### config.mk
export PLATFORM = sky130hd
export DESIGN_NAME = touch_report_decoder_core
export DESIGN_NICKNAME = d
export VERILOG_FILES = /design/src/rtl/trd_pkg.sv /design/src/rtl/trd_scaler.sv /design/src/rtl/touch_report_decoder_core.sv
export SDC_FILE = /design/constraint.sdc
export NUM_CORES = 1
export LEC_CHECK = 0
export ABC_AREA = 1
export BUFFER_PORTS_ARGS = -buffer_cell sky130_fd_sc_hd__buf_2
export CAP_MARGIN = 5
export CORE_UTILIZATION = 42
export CTS_CLUSTER_SIZE = 16
export DETAILED_ROUTE_END_ITERATION = 10
export GPL_TIMING_DRIVEN = 0
export HOLD_SLACK_MARGIN = 0.15
export RECOVER_POWER = 100
export SLEW_MARGIN = 20
export SYNTH_ARGS = -nofsm -noshare
export SYNTH_HDL_FRONTEND = slang
export SYNTH_SLANG_ARGS = --single-unit
### constraint.sdc
create_clock -name clk -period 2.8 [get_ports clk]
set_input_delay 0.42 -clock clk [delete_from_list [all_inputs] [get_ports clk]]
set_output_delay 0.42 -clock clk [all_outputs]
set_load 0.01 [all_outputs]
### src/rtl/trd_pkg.sv
`timescale 1ns / 1ps
// trd_pkg: shared types and constants of the touch report decoder
// no dependencies; imported by trd_scaler and touch_report_decoder_core

package trd_pkg;

	// field widths fixed by the record and result formats
	localparam int RAW_W      = 12;
	localparam int PANEL_W    = 16;
	localparam int X_W        = 9;
	localparam int Y_W        = 8;
	localparam int SLOT_CNT_W = 4;
	localparam int CFG_IDX_W  = 4;

	// screen size that the result widths are built for
	localparam int SCREEN_W = 320;
	localparam int SCREEN_H = 240;

	// operation codes of an input request
	localparam logic OP_RECORD = 1'b0;
	localparam logic OP_READ   = 1'b1;

	// event code that opens a touch
	localparam logic [2:0] EVT_START = 3'd1;

	// configuration register indexes
	localparam logic [CFG_IDX_W-1:0] CFG_PANEL_W = 4'd0;
	localparam logic [CFG_IDX_W-1:0] CFG_PANEL_H = 4'd1;

	// configuration reset values
	localparam logic [PANEL_W-1:0] PANEL_W_RST = 16'd448;
	localparam logic [PANEL_W-1:0] PANEL_H_RST = 16'd320;

	typedef struct packed {
		logic       op;
		logic [7:0] id_event_byte;
		logic [7:0] x_high_byte;
		logic [7:0] y_high_byte;
		logic [7:0] xy_low_byte;
	} in_t;

	typedef struct packed {
		logic           touch_valid;
		logic [X_W-1:0] x_pos;
		logic [Y_W-1:0] y_pos;
		logic           missed;
	} out_t;

	typedef enum logic [1:0] {
		SC_IDLE,
		SC_MUL,
		SC_DIV
	} scl_state_t;

	typedef enum logic {
		TS_IDLE,
		TS_WAIT
	} trd_state_t;

endpackage

### src/rtl/trd_scaler.sv
`timescale 1ns / 1ps
// trd_scaler: bit-serial scaling of one raw coordinate, raw * SCREEN / panel, saturated
// shift-add multiply then restoring divide; depends on trd_pkg

module trd_scaler #(
	parameter int SCREEN = 320
) (
	input  logic                        clk,
	input  logic                        arst_n,
	input  logic                        start,
	input  logic [trd_pkg::RAW_W-1:0]   raw,
	input  logic [trd_pkg::PANEL_W-1:0] panel,
	output logic                        busy,
	output logic [$clog2(SCREEN)-1:0]   quo
);
	import trd_pkg::*;

	localparam int SCR_W = $clog2(SCREEN + 1);
	localparam int PW    = RAW_W + SCR_W;
	localparam int QW    = $clog2(SCREEN);
	localparam int CW    = $clog2((RAW_W > QW) ? RAW_W : QW);

	scl_state_t        state_q, state_d;
	logic [CW-1:0]     cnt_q;
	logic [RAW_W-1:0]  raw_q;
	logic [PW-1:0]     acc_q;
	logic [PW-1:0]     acc_next;
	logic [PANEL_W-1:0] panel_q;
	logic [PANEL_W-1:0] rem_q;
	logic [QW-1:0]     quo_q;
	logic [PANEL_W:0]  trial;
	logic              ge;
	logic              sat;
	logic              mul_en;
	logic              div_en;
	logic              mul_last;
	logic              div_last;

	// a quotient at or past the screen edge happens exactly when raw >= panel
	assign sat = {{(PANEL_W-RAW_W){1'b0}}, raw} >= panel;

	// one multiply step: msb of raw first
	assign acc_next = (acc_q << 1) + (raw_q[RAW_W-1] ? PW'(SCREEN) : '0);

	// one restoring divide step
	assign trial = {rem_q, acc_q[QW-1]};
	assign ge    = trial >= {1'b0, panel_q};

	assign mul_last = cnt_q == CW'(RAW_W - 1);
	assign div_last = cnt_q == CW'(QW - 1);

	// next state
	always_comb begin
		state_d = state_q;
		case (state_q)
			SC_IDLE: begin
				if (start && !sat) state_d = SC_MUL;
			end
			SC_MUL: begin
				if (mul_last) state_d = SC_DIV;
			end
			SC_DIV: begin
				if (div_last) state_d = SC_IDLE;
			end
			default: state_d = SC_IDLE;
		endcase
	end

	// state outputs
	always_comb begin
		busy   = 1'b0;
		mul_en = 1'b0;
		div_en = 1'b0;
		case (state_q)
			SC_IDLE: ;
			SC_MUL: begin
				busy   = 1'b1;
				mul_en = 1'b1;
			end
			SC_DIV: begin
				busy   = 1'b1;
				div_en = 1'b1;
			end
			default: busy = 1'b0;
		endcase
	end

	// control registers
	always_ff @(posedge clk or negedge arst_n) begin
		if (!arst_n) begin
			state_q <= SC_IDLE;
			cnt_q   <= '0;
		end else begin
			state_q <= state_d;
			if (start || (mul_en && mul_last) || (div_en && div_last)) begin
				cnt_q <= '0;
			end else if (mul_en || div_en) begin
				cnt_q <= cnt_q + 1'b1;
			end
		end
	end

	// datapath shift registers
	always_ff @(posedge clk) begin
		if (start) begin
			raw_q   <= raw;
			panel_q <= panel;
			acc_q   <= '0;
			if (sat) quo_q <= QW'(SCREEN - 1);
		end else if (mul_en) begin
			raw_q <= raw_q << 1;
			acc_q <= acc_next;
			// quotient stays below 2^QW, so the top bits already sit below panel
			if (mul_last) rem_q <= PANEL_W'(acc_next >> QW);
		end else if (div_en) begin
			acc_q <= acc_q << 1;
			rem_q <= ge ? PANEL_W'(trial - {1'b0, panel_q}) : trial[PANEL_W-1:0];
			quo_q <= {quo_q[QW-2:0], ge};
		end
	end

	assign quo = quo_q;

	// remainder stays below the divisor while dividing
	a_rem_bound: assert property (@(posedge clk) disable iff (!arst_n)
		state_q == SC_DIV |-> rem_q < panel_q)
		else $error("scaler remainder not below panel");

	// a saturating start finishes at once with the edge pixel
	a_sat: assert property (@(posedge clk) disable iff (!arst_n)
		(start && !busy && sat) |=> (!busy && quo_q == QW'(SCREEN - 1)))
		else $error("scaler saturation result wrong");

	// multiply phase always hands over to the divide phase
	a_mul_div: assert property (@(posedge clk) disable iff (!arst_n)
		(state_q == SC_MUL && mul_last) |=> state_q == SC_DIV)
		else $error("scaler skipped divide phase");

endmodule

### src/rtl/touch_report_decoder_core.sv
`timescale 1ns / 1ps
// touch_report_decoder_core: decodes finger records into stored finger positions
// and answers host reads of finger 0; depends on trd_pkg and trd_scaler
//
// a record without a start event is handled when it is accepted; a start record stalls
// the input until the bit-serial multiply (12 steps) and restoring divide of the two
// parallel scalers finish, which are skipped when both coordinates saturate
// a host read has its result registered on the output
// reset clears all flags, slot count and presence bits, panel size to 448x320

module touch_report_decoder_core #(
	parameter int FINGERS  = 4
) (
	input  logic                          clk,
	input  logic                          arst_n,
	input  logic                          in_valid,
	output logic                          in_stall,
	input  trd_pkg::in_t                  in_data,
	output logic                          out_valid,
	input  logic                          out_stall,
	output trd_pkg::out_t                 out_data,
	input  logic                          cfg_valid,
	output logic                          cfg_ready,
	input  logic [trd_pkg::CFG_IDX_W-1:0] cfg_index,
	input  logic [trd_pkg::PANEL_W-1:0]   cfg_data
);
	import trd_pkg::*;

	localparam int SLOT_W = (FINGERS > 1) ? $clog2(FINGERS) : 1;
	localparam int QX_W   = $clog2(SCREEN_W);
	localparam int QY_W   = $clog2(SCREEN_H);

	trd_state_t          state_q, state_d;
	logic [PANEL_W-1:0]  panel_w_q;
	logic [PANEL_W-1:0]  panel_h_q;
	logic [SLOT_CNT_W-1:0] slot_cnt_q;
	logic [SLOT_CNT_W-1:0] slot_q;
	logic [SLOT_CNT_W-1:0] slot_in;
	logic [SLOT_CNT_W-1:0] slot_sel;
	logic                finger_present_q [FINGERS];
	logic [X_W-1:0]      finger_x_q [FINGERS];
	logic [Y_W-1:0]      finger_y_q [FINGERS];
	logic                new_touch_q;
	logic                data_ready_q;
	logic                data_missed_q;
	logic                out_valid_q;
	out_t                out_data_q;

	logic                in_acc;
	logic                rec_acc;
	logic                read_acc;
	logic [7:0]          track;
	logic                match;
	logic                scale_go;
	logic                commit;
	logic                advance;
	logic                last_sel;
	logic                report_end;
	logic                end_touch;
	logic                busy_x;
	logic                busy_y;
	logic [QX_W-1:0]     quo_x;
	logic [QY_W-1:0]     quo_y;
	logic [31:0]         quo_x_ext;
	logic [31:0]         quo_y_ext;
	logic [RAW_W-1:0]    raw_x;
	logic [RAW_W-1:0]    raw_y;
	logic                read_valid;

	assign cfg_ready = 1'b1;

	// record decode
	assign in_acc   = in_valid && !in_stall;
	assign rec_acc  = in_acc && in_data.op == OP_RECORD;
	assign read_acc = in_acc && in_data.op == OP_READ;
	assign slot_in  = (slot_cnt_q >= SLOT_CNT_W'(FINGERS)) ? SLOT_CNT_W'(FINGERS - 1) : slot_cnt_q;
	assign track    = {3'b000, in_data.id_event_byte[7:3]} - 8'd1;
	assign match    = track == {{(8-SLOT_CNT_W){1'b0}}, slot_in};
	assign raw_x    = {in_data.x_high_byte, in_data.xy_low_byte[7:4]};
	assign raw_y    = {in_data.y_high_byte, in_data.xy_low_byte[3:0]};

	// scalers done once both are idle in the wait state
	assign commit = state_q == TS_WAIT && !busy_x && !busy_y;

	// slot bookkeeping happens at accept for plain records, at commit for start records
	assign advance    = (rec_acc && !scale_go) || commit;
	assign slot_sel   = commit ? slot_q : slot_in;
	assign last_sel   = slot_sel == SLOT_CNT_W'(FINGERS - 1);
	assign report_end = advance && last_sel;
	assign end_touch  = commit || new_touch_q;

	assign read_valid = data_ready_q && finger_present_q[0];

	// next state
	always_comb begin
		state_d = state_q;
		case (state_q)
			TS_IDLE: begin
				if (scale_go) state_d = TS_WAIT;
			end
			TS_WAIT: begin
				if (commit) state_d = TS_IDLE;
			end
			default: state_d = TS_IDLE;
		endcase
	end

	// state outputs
	always_comb begin
		in_stall = 1'b1;
		scale_go = 1'b0;
		case (state_q)
			TS_IDLE: begin
				in_stall = out_valid_q && out_stall;
				scale_go = in_valid && !in_stall && in_data.op == OP_RECORD && match
					&& in_data.id_event_byte[2:0] == EVT_START;
			end
			TS_WAIT: in_stall = 1'b1;
			default: in_stall = 1'b1;
		endcase
	end

	trd_scaler #(.SCREEN(SCREEN_W)) u_scale_x (
		.clk    (clk),
		.arst_n (arst_n),
		.start  (scale_go),
		.raw    (raw_x),
		.panel  (panel_w_q),
		.busy   (busy_x),
		.quo    (quo_x)
	);

	trd_scaler #(.SCREEN(SCREEN_H)) u_scale_y (
		.clk    (clk),
		.arst_n (arst_n),
		.start  (scale_go),
		.raw    (raw_y),
		.panel  (panel_h_q),
		.busy   (busy_y),
		.quo    (quo_y)
	);

	assign quo_x_ext = 32'(quo_x);
	assign quo_y_ext = 32'(quo_y);

	// control state and flags
	always_ff @(posedge clk or negedge arst_n) begin
		if (!arst_n) begin
			state_q       <= TS_IDLE;
			panel_w_q     <= PANEL_W_RST;
			panel_h_q     <= PANEL_H_RST;
			slot_cnt_q    <= '0;
			new_touch_q   <= 1'b0;
			data_ready_q  <= 1'b0;
			data_missed_q <= 1'b0;
			out_valid_q   <= 1'b0;
			for (int i = 0; i < FINGERS; i++) finger_present_q[i] <= 1'b0;
		end else begin
			state_q <= state_d;

			// configuration writes
			if (cfg_valid && cfg_ready) begin
				case (cfg_index)
					CFG_PANEL_W: panel_w_q <= cfg_data;
					CFG_PANEL_H: panel_h_q <= cfg_data;
					default: ;
				endcase
			end

			// output register drain and load
			if (read_acc) begin
				out_valid_q <= 1'b1;
			end else if (out_valid_q && !out_stall) begin
				out_valid_q <= 1'b0;
			end

			// slot presence
			if (rec_acc && !match) finger_present_q[slot_in[SLOT_W-1:0]] <= 1'b0;
			if (commit) finger_present_q[slot_q[SLOT_W-1:0]] <= 1'b1;

			// report boundary
			if (advance) begin
				if (last_sel) slot_cnt_q <= '0;
				else slot_cnt_q <= slot_sel + 1'b1;
			end
			if (report_end) begin
				new_touch_q <= 1'b0;
			end else if (commit) begin
				new_touch_q <= 1'b1;
			end

			// ready and missed flags
			if (report_end && end_touch) begin
				data_ready_q <= 1'b1;
				if (data_ready_q) data_missed_q <= 1'b1;
			end else if (read_acc && read_valid) begin
				data_ready_q  <= 1'b0;
				data_missed_q <= 1'b0;
			end
		end
	end

	// finger positions and output payload
	always_ff @(posedge clk) begin
		if (rec_acc) slot_q <= slot_in;
		if (commit) begin
			finger_x_q[slot_q[SLOT_W-1:0]] <= quo_x_ext[X_W-1:0];
			finger_y_q[slot_q[SLOT_W-1:0]] <= quo_y_ext[Y_W-1:0];
		end
		if (read_acc) begin
			out_data_q.touch_valid <= read_valid;
			out_data_q.x_pos       <= read_valid ? finger_x_q[0] : '0;
			out_data_q.y_pos       <= read_valid ? finger_y_q[0] : '0;
			out_data_q.missed      <= data_missed_q;
		end
	end

	assign out_valid = out_valid_q;
	assign out_data  = out_data_q;

	// missed is only ever raised on top of ready
	a_missed_ready: assert property (@(posedge clk) disable iff (!arst_n)
		data_missed_q |-> data_ready_q)
		else $error("missed flag set without ready");

	// slot counter stays inside the finger range
	a_slot_range: assert property (@(posedge clk) disable iff (!arst_n)
		slot_cnt_q < SLOT_CNT_W'(FINGERS))
		else $error("slot counter out of range");

	// a start record returns to idle once both scalers finish
	a_commit_idle: assert property (@(posedge clk) disable iff (!arst_n)
		commit |=> state_q == TS_IDLE)
		else $error("decoder stuck after scaling");

	// an accepted read always presents a result next cycle
	a_read_out: assert property (@(posedge clk) disable iff (!arst_n)
		read_acc |=> out_valid_q)
		else $error("host read lost its result");

endmodule
==> impl_metrics.yaml <==
placement:
  dpl.hpwl_mm: 23.1
  portBuffers: 78
  gp_congestion: 0.896
  dpl_cell_area_um2: 13500
  dp_cells: 1905
global_route:
  antenna_found_initial: 1
  grt_max_degree: 55
  gr-total-overflow: 0
  grtUsageMet2: 0.312
  grt.busiest_layer: "met2"
  use_met1: 0.296
  grtUsageMet3: 0.0239
  globalRouteTotalUtil: 0.201
  grt_pass1_vias: 9263
  grt_pass1_wl_mm: 48.6
timing:
  worst_pin_slew_ns: 1.51
  rsz0062_at_grt: "no"
  period_minus_slack_ns: 2.64
  max_freq_ghz: 0.379
  setup_viol: 0
  slew_viol_final: 54
  hold_viol_final: 0
  relSlewSlack: -0.00668
  skew_ns: 0.0211
  fin_crit_sh: 0.943
critical_path:
  crit_top_cell: "nand2_1"
  cp_max_fo: 16
  r2r_start: "slot_cnt_q[2]$_DFFE_PN0N_"
  r2r_end: "u_scale_x.rem_q[13]$_SDFFCE_PP0P_"
  reg2reg_slack_ns: 0.16
  required_ns: 2.95
  max_stage_delay_ns: 0.55
  path_buf_inv: 4
  startpoint_type: "flip-flop"
  arrival_ns: 2.79
  crit_slowest_cell: "inv_1"
  reg2reg_depth: 9
  end_kind: "flip-flop"
  critPathTopFamily: "buffers and inverters"
  path_class: "flip-flop to flip-flop"
  path_cells: "nor3_2, inv_2, nand3_1, nand2_1, nand3_4, buf_6, buf_2, nand2_1, inv_1"
yosys:
  yosys_warnings: 0
  synth_area_um2: 12600
  synthArstFlopShare: 0.237
  ys_seq_area_frac: 0.500
  ys_seq_elements: 228
  yosys_most_used_dff: "edfxtp_1"
  syn_avg_cell_area_um2: 8.77
  synth_compound_area_frac: 0.0960
  synthMuxAreaShare: 0
  yosysUniqueCellTypes: 50
  synth-simple-area-share: 0.225
  synth_top_family_by_area: "simple AND/OR/NAND/NOR gates"
  synth-xor-area-share: 0.0195
  syn_inst: 1435
  synth_edf_count: 145
  synth_fa_ha_area_frac: 0.0773
floorplanning:
  dieArea_um2: 30700
  core_area_um2: 29600
  fp-row-count: 63
  die_w_um: 175
  initial_core_util: 0.426
  die-height_um: 175
  io_pins: 80
power_and_ir_drop:
  p_clk_frac: 0.273
  switching_share: 0.355
  p_sw_uw: 4400
  internal_power_uw: 8020
  vdd_drop_max_v: 0.000395
  pwr-share-comb: 0.327
  total_power_uw: 12400
  powerDensity_nw_per_um2: 870
  p_seq_frac: 0.400
  p_leak_uw: 0.00655
layout:
  fin_area_um2: 14300
  mostFrequentLayoutCells: "nand2_1 (339), inv_1 (202), edfxtp_1 (145)"
  stdcell_count: 1956
  fill_cells: 2878
  final_common_cell: "nand2_1"
  fin_util: 0.483
  n_antenna_cell: 0
  area_delta_synth_final_pct: 13.5
  layout-drive-gt1-share: 0.107
  fin_nets: 1680
cts:
  cts_made_buffers: 26
  clock_latency_ns: 0.54
  cts_tree: "done"
  htree_levels: 1
  clk_pin_slew_ns: 0.06
  cts_root_buf: "clkbuf_16"
  max-clock-path-buffers: 3
  cts_sinks: 228
route:
  drt_first_pass_iters: 5
  drt_iter0_markers: 826
  vias_per_cell: 5.06
  wire_per_inst_um: 15.7
  vias: 9907
  drt-total-wl_mm: 30.6
  drc_errors: 0
  ant_nets: 0
hold_path:
  whs_path_depth: 3
  min_to: "panel_h_q[0]$_DFFE_PN0P_"
  hold_class: "input pin to flip-flop"
  min_from: "cfg_data[0]"
job:
  maxCapViolations: 1
status:
  status: "finished with violations"
  failed_checks: "max-capacitance violations, max-slew violations"
-- registers in the layout, summed over array words and instances (netlist names), 2 cells and up --
name and flops:
panel_h_q 16, u_scale_x.state_q 2, u_scale_x.acc_q 14, u_scale_x.rem_q 16, panel_w_q 16, finger_y_q 8, u_scale_y.acc_q 15, u_scale_y.rem_q 16
u_scale_y.panel_q 16, u_scale_y.cnt_q 4, u_scale_y.raw_q 12, u_scale_x.cnt_q 4, u_scale_x.panel_q 16, u_scale_x.raw_q 12, u_scale_y.state_q 2, finger_x_q 9
slot_q 4, u_scale_y.quo 8, slot_cnt_q 4, u_scale_x.quo 9, out_data 19
-- worst register-to-register path, cell delays in order (launching register included) --
cell	delay (ns)
dfrtp_1	0.41
nor3_2	0.29
inv_2	0.06
nand3_1	0.07
nand2_1	0.09
nand3_4	0.15
buf_6	0.19
buf_2	0.34
nand2_1	0.10
inv_1	0.55
-- power by group through the flow --
stage	Sequential [uW]	Clock [uW]	Combinational [uW]
detailed placement	5030	0	4110
CTS	4970	3470	4140
global placement	5020	0	4010
global route	5050	3600	4670
finish	4970	3390	4060
floorplan	4880	0	3170
-- kinds of logic after synthesis --
logic type | after synthesis
other | 2
buffers and inverters | 254
xor gates and xnor gates | 28
adders and majority gates | 76
AOI/OAI and AO/OA | 220
and+or+nand+nor | 627
DFF | 228
-- synthesized netlist by cell type (all sizes together), types with 3 or more instances --
cell,count,area [um^2]
nor2,97,374
xor2,10,87.6
a21oi,88,455
dfxtp,29,581
buf,23,169
a221oi,3,26.3
inv,210,788
nand4,17,106
fa,3,60.1
or2,17,106
dfrtp,49,1230
nand3,98,508
nor3,12,65.1
a21o,4,30.0
xnor2,18,158
o21bai,4,33.8
o211ai,9,67.6
o21ai,106,538
edfxtp,145,4350
dfstp,5,131
clkbuf,19,71.3
ha,73,913
nand2,357,1440
nand3b,25,188
-- how the worst max path moves through the flow --
stage	startpoint	end	cells past startpoint
final	slot_cnt_q[2]$_DFFE_PN0N_	u_scale_x.rem_q[13]$_SDFFCE_PP0P_	9
after global routing	u_scale_y.raw_q[11]$_DFFE_PP_	u_scale_y.rem_q[11]$_DFFE_PP_	13
after CTS	u_scale_y.state_q[1]$_DFFE_PN0P_	u_scale_y.quo[3]$_SDFFCE_PP1P_	6
after detailed placement	in_data[27]	u_scale_y.quo[5]$_SDFFCE_PP1P_	9
after global placement	in_data[27]	u_scale_y.quo[4]$_SDFFCE_PP0P_	9
after floorplan	in_data[27]	u_scale_y.quo[0]$_SDFFCE_PP1P_	8
-- stage by stage --
stage | TNS [ns] | hold slack, ns | worst slack [ns]
4_1_cts | 0 | 0.168 | 0.00901
2_1_floorplan | 0 | 0.124 | 0.229
3_3_place_gp | -9.91 | 0.405 | -0.576
5_1_grt | 0 | 0.187 | 0.00856
3_5_place_dp | -3.07 | 0.405 | -0.237
6_report | 0 | 0.185 | 0.161
-- layer usage --
layer  up-vias  share of wire
li1       4965              -
met1      4661           0.49
met2       242           0.44
met3        37          0.049
met4         2          0.018
met5         -        0.00039
-- cell type report --
type | count | area, um^2 | share of cell area
sequential | 228 | 6290 | 0.441
multi-input combinational | 954 | 5230 | 0.366
inverter | 212 | 803 | 0.0562
clock buffer | 39 | 719 | 0.0504
tap | 390 | 488 | 0.0342
timing repair buffer | 82 | 400 | 0.0280
buffer | 42 | 218 | 0.0152
clock inverter | 9 | 130 | 0.00911
-- repair_timing --
item,4_1_cts,5_1_grt
endpoints found under the hold margin,50,0
hold buffers,2,0
buffers inserted,0,1
resized for setup,1,6
setup endpoints to repair,8,35
Power figures use the tool's default switching activity.
